<file path="config.mk">
export PLATFORM = sky130hd
export DESIGN_NAME = tsc_alu
export DESIGN_NICKNAME = d
export VERILOG_FILES = /design/src/rtl/tsc_alu.sv
export SDC_FILE = /design/constraint.sdc
export NUM_CORES = 1
export LEC_CHECK = 0
export BUFFER_PORTS_ARGS = -buffer_cell sky130_fd_sc_hd__buf_2
export CAP_MARGIN = 20
export CORE_MARGIN = 1
export CORE_UTILIZATION = 55
export DETAILED_ROUTE_END_ITERATION = 12
export PLACE_DENSITY = 0.95
export SLEW_MARGIN = 20
export SYNTH_ARGS = -nofsm -noshare
export SYNTH_HDL_FRONTEND = slang
export SYNTH_SLANG_ARGS = --single-unit
</file>
<file path="constraint.sdc">
create_clock -name vclk -period 12.4
set_input_delay 0.62 -clock vclk [all_inputs]
set_output_delay 0.62 -clock vclk [all_outputs]
set_load 0.01 [all_outputs]
</file>
<file path="src/rtl/tsc_alu.sv">
// Shared add/subtract unit with carry-out and compare against a bound.
// Depends on nothing; instantiated by the top level sequencer.
`default_nettype none

module tsc_alu #(
  parameter int W = 14
) (
  input  wire logic [W-1:0] a_i,
  input  wire logic [W-1:0] b_i,
  input  wire logic         sub_i,
  input  wire logic [W-1:0] bound_i,
  output logic      [W-1:0] res_o,
  output logic              carry_o,
  output logic              ge_bound_o
);

  logic [W:0] full;

  always_comb begin
    if (sub_i) begin
      full = {1'b0, a_i} - {1'b0, b_i};
    end else begin
      full = {1'b0, a_i} + {1'b0, b_i};
    end
  end

  assign res_o      = full[W-1:0];
  assign carry_o    = full[W];
  assign ge_bound_o = (full >= {1'b0, bound_i});

endmodule

`default_nettype wire

</file>
==> reports/summary.txt, run 1 <==
Status: completed
Crit path from: b_i[4]
Number of global-route vias before repair: 1512
Crit start category: input port
Sw Ratio: 0.545
Final number of max-transition violations: 0
Total gr overflow: 0
Yosys warns: 0
Max IR drop VDD: 50.0 µV
Pin count of the biggest net entering global routing: 15
# DRC: 0
Min-delay src: b_i[0]
Critical Path Max Stage Delay: 0.54 ns
Total I/O pin count: 59
Vias: 1648
WP buf/inv: 2
Final hold viol count: 0
Clock buffer count: 0
Placer Congestion: 0.829
First-pass GRT wire length: 5880 µm
Mapped Area: 1380 µm²
TritonRoute pass-1 iters: 4
Layout Nets: 328
Final setup violation count: 0
Area growth from synthesis to layout: 23.1%
Synth Net Count: 270
Worst Max-Slew Pin Slew: 0.562 ns
Wire length per cell: 12.5 µm
Slowest cell on crit path: or4_4
Crit path DAT: 4.72 ns
Post-route antenna net violation count: 0
FF/Latch Area: 0 µm²
Post-synthesis sequential area ratio: 0
Die Wd: 52.2 µm
Vias per inst: 5.86
Fmax achieved: 187 MHz
Gate power share: 1.000
Cell-internal power: 0.0640 mW
Tmin final: 5.34 ns
Hpwl dp: 3080 µm
Worst slack, placed: 7.05 ns
RSZ-0062 raised after global routing: no
DIE HEIGHT: 52.2 µm
Row cnt: 17
Hold Path Stages: 4
Clock share of power: 0
Crit path capture type: primary output
Total inserted antenna cells: 0
CTS hold repair buffers: 0
Initial Util: 0.602
Commonest non-fill, non-tap cell in the layout: buf_2
Dpl cells: 281
FILL cells: 196
Pwr Density: 82.5 nW/µm²
Fraction of layout cells with a size suffix above 1: 0.273
Critical path required time: 11.78 ns
Iter 0 DRT Violations: 45
CP most frequent cell: nor2_1
Core Region: 2300 µm²
Leakage: 0.904 nW
Crit Path Class: in -> out
Syn_area_per_cell: 7.02 µm²
Fin crit share: 0.431
Final worst setup slack: 7.06 ns
IO buf count: 59
Register share of total power: 0
Post-synth cell types: 43
Delay-heaviest family, CP: simple AND/OR/NAND/NOR gates
Post-synthesis cell count: 197
WL final: 3520 µm
Max cap viols: 0
Total GRT Usage: 0.270
Slew HR: 0.620
Die area: 2720 µm²
Multi-input gate area in the final layout: 1270 µm²
CP cell instances: buf_2 -> or4_4 -> nor3_2 -> and3b_2 -> nor2_1 -> xnor2_1 -> ha_1 -> and3_1 -> a221o_1 -> nor2_1 -> nand2_1 -> a211oi_1 -> nor2_1 -> ha_1 -> and4_1 -> nand3_1 -> o41a_1 -> and2b_2 -> a21oi_2 -> buf_2
Num sequential: 0
Worst hold-check path type: in -> out
Post-Layout Cell Count: 281
Total stage count of the critical path: 20
# resized after CTS: 0
Setup TNS: 0 ns
Antenna violations before repair: 0
Commonest non-fill, non-tap cells in the layout: 59 x buf_2, 29 x ha_1, 27 x inv_1, 20 x nor2_1, 19 x xnor2_1
Postcts setup bufs: 0
NetSw: 0.0765 mW
Worst-path maximum fanout: 9
## area by class of cell
type	count	area share
timing repair buffer	59	0.173
inverter	27	0.0595
multi-input combinational	167	0.747
tap	28	0.0206
## kinds of logic after synthesis
kind of cell | share of synthesized area
buffers and inverters | 0.0814
muxes | 0.0226
adders and majority gates | 0.277
and+or+nand+nor | 0.246
xor gates and xnor gates | 0.127
AOI/OAI and AO/OA | 0.247
## through the flow
stage                     total power, mW  hold WS (ns)  area (µm²)  utilization
after CTS                           0.140          1.68        1700        0.741
after global placement              0.134          1.68        1700        0.741
after floorplan                    0.0969          1.42        1380            -
after detailed placement            0.139          1.68        1700        0.741
after global routing                0.157          1.72        1700        0.741
final                               0.141          1.69        1700        0.741
## Yosys cell counts (2+ instances only)
cell type	count	area, µm²
a211oi_1	2	15.0
a21o_1	2	15.0
a21oi_1	18	90.1
a31oi_1	4	25.0
and3_1	4	25.0
and3b_2	2	20.0
and4_1	3	26.3
clkbuf_1	3	11.3
ha_1	29	363
inv_1	27	101
mux2i_1	2	20.0
nand2_1	8	30.0
nand3_1	3	15.0
nor2_1	20	75.1
nor2b_1	4	25.0
nor3_1	9	45.0
nor4_1	2	12.5
o21a_1	4	30.0
o21ai_0	7	35.0
o311ai_0	2	17.5
o31a_1	2	17.5
xnor2_1	19	166
## worst paths after layout
check                 slack [ns]    endpoint
worst min-delay path        1.69    res_o[0]
worst max-delay path        7.06  ge_bound_o
## routing by layer
layer	share of wire	wire [µm]	up-vias	GRT usage
met2	0.48	1690	82	0.502
met1	0.44	1550	730	0.326
met3	0.064	226	10	0.0292
met4	0.013	46	0	0.0614
li1	-	-	826	-
met5	0	0	-	0
## power by group through the flow
stage          logic (mW)  clock network [mW]  registers (mW)
2_1_floorplan      0.0969                   0               0
3_3_place_gp        0.134                   0               0
3_5_place_dp        0.139                   0               0
4_1_cts             0.140                   0               0
5_1_grt             0.157                   0               0
6_report            0.141                   0               0
No activity file was read; power rests on OpenSTA's default activity.
==> inputs of run 2 (changes only) <==
- CORE_UTILIZATION: 55 -> 46
- PLACE_DENSITY: 0.95 -> 0.89
- clock period: 12.4 -> 4.8 ns (I/O delays scaled with it)
==> reports/summary.txt, run 2 (synthesized netlist as in run 1, its figures left out) <==
Status: finished, violations left
Failing checks: DRC
Row cnt: 19 (+2)
Crit path DAT: 4.30 ns (-0.42 ns)
Commonest non-fill, non-tap cells in the layout: 59 x buf_2, 28 x ha_1, 27 x inv_1, 20 x nor2_1, 19 x xnor2_1
Total Power: 0.365 mW (+160%)
CP most frequent cell: nor2_1
Critical Path Max Stage Delay: 0.54 ns (about the same)
Tmin final: 4.54 ns
Hold Slack: 0.922 ns (-0.764 ns)
Commonest non-fill, non-tap cell in the layout: buf_2
Hpwl dp: 3040 µm (-1.3%)
RSZ-0062 raised after global routing: no
Leakage: 0.904 nW (about the same)
Non-Filler Cell Area, Final: 1710 µm² (+0.66%)
Iter 0 DRT Violations: 56 (+24%)
Crit path from: b_i[4]
WP buf/inv: 2 (unchanged)
Wire length per cell: 12.1 µm (-3.4%)
Vias per inst: 5.57 (-5.1%)
Clock buffer count: 0 (unchanged)
Final hold viol count: 0 (unchanged)
Antenna violations before repair: 0 (unchanged)
Die Wd: 56.9 µm (+9.0%)
First-pass GRT wire length: 5660 µm (-3.7%)
Critical path required time: 4.56 ns (-7.22 ns)
Total GRT Usage: 0.210 (-0.0595)
Area growth from synthesis to layout: 23.9%
Fin crit share: 0.946
IO buf count: 59 (unchanged)
Max cap viols: 0 (unchanged)
Crit path capture type: primary output
Postcts setup bufs: 0 (unchanged)
Number of global-route vias before repair: 1411 (-6.7%)
Worst hold-check path type: in -> out
Vias: 1581 (-4.1%)
Fmax achieved: 220 MHz
Placed inst area: 1710 µm² (+0.22%)
Pin count of the biggest net entering global routing: 15 (unchanged)
Setup TNS: 0 ns (unchanged)
Die area: 3230 µm² (+19%)
FF/Latch Area: 0 µm² (unchanged)
DIE HEIGHT: 56.9 µm (+9.0%)
TritonRoute pass-1 iters: 8 (+4)
Worst-path maximum fanout: 9 (unchanged)
Fraction of layout cells with a size suffix above 1: 0.281 (+0.00791)
Max IR drop VDD: 72.3 µV (+45%)
Hold Path Stages: 4 (unchanged)
CTS hold repair buffers: 0 (unchanged)
Slowest cell on crit path: or4_4
Crit Path Class: in -> out
Total inserted antenna cells: 0 (unchanged)
Layout Nets: 328 (unchanged)
# DRC: 4 (+4)
Total stage count of the critical path: 20 (unchanged)
CP cell instances: buf_2 -> or4_4 -> nor3_2 -> and3b_2 -> nor2_1 -> xnor2_1 -> ha_2 -> and3_1 -> a221o_1 -> nor2_1 -> nand2_1 -> a211oi_2 -> nor2_1 -> ha_1 -> and4_1 -> nand3_1 -> o41a_1 -> and2b_2 -> a21oi_2 -> buf_2
Pwr Density: 213 nW/µm² (+160%)
Min-delay src: b_i[0]
Delay-heaviest family, CP: simple AND/OR/NAND/NOR gates
Final setup violation count: 0 (unchanged)
Slew HR: 0.706 (+0.0854)
Crit start category: input port
WL final: 3430 µm (-2.3%)
Total I/O pin count: 59 (unchanged)
Final number of max-transition violations: 0 (unchanged)
Total gr overflow: 0 (unchanged)
Post-route antenna net violation count: 0 (unchanged)
Core Region: 2810 µm² (+22%)
Worst Max-Slew Pin Slew: 0.436 ns (-0.126 ns)
FILL cells: 275 (+40%)
Initial Util: 0.493 (-0.109)
# resized after CTS: 0 (unchanged)
Num sequential: 0 (unchanged)
Placer Congestion: 0.807 (-2.7%)
## run 2: cell counts in the layout (fill, tap and decap cells not counted)
No cell type changed its count.
## run 2: worst paths after layout
path | end | slack (ns)
worst max-delay path | ge_bound_o | 0.26
worst min-delay path | res_o[0] | 0.92
## run 2: routing by layer
| metal | routed length (µm) | up-vias | global-route usage | part of all wire |
|---|---|---|---|---|
| met1 | 1550 | 683 | 0.266 | 0.45 |
| li1 | - | 828 | - | - |
| met2 | 1640 | 64 | 0.400 | 0.48 |
| met3 | 189 | 6 | 0.00691 | 0.055 |
| met4 | 57 | 0 | 0.0314 | 0.017 |
| met5 | 0 | - | 0 | 0 |
## run 2: layout make-up
cell class,instances,area (µm²),share of cell area
inverters,27,101,0.0591
multi-input cells,167,1280,0.746
well taps,31,38.8,0.0226
repair buffers,59,295,0.172
## run 2: report_power, final
group	internal, mW	leakage [nW]	switching (mW)
clock	0	0	0
sequential	0	0	0
combinational	0.166	0.904	0.198
total	0.166	0.904	0.198
## run 2: metrics by stage
stage | instances | setup WS, ns | utilization
2_1_floorplan | 197 | 0.522 | -
3_3_place_gp | 284 | 0.310 | 0.608
3_5_place_dp | 284 | 0.213 | 0.608
4_1_cts | 284 | 0.212 | 0.608
5_1_grt | 284 | 0.00250 | 0.611
6_report | 284 | 0.259 | 0.611
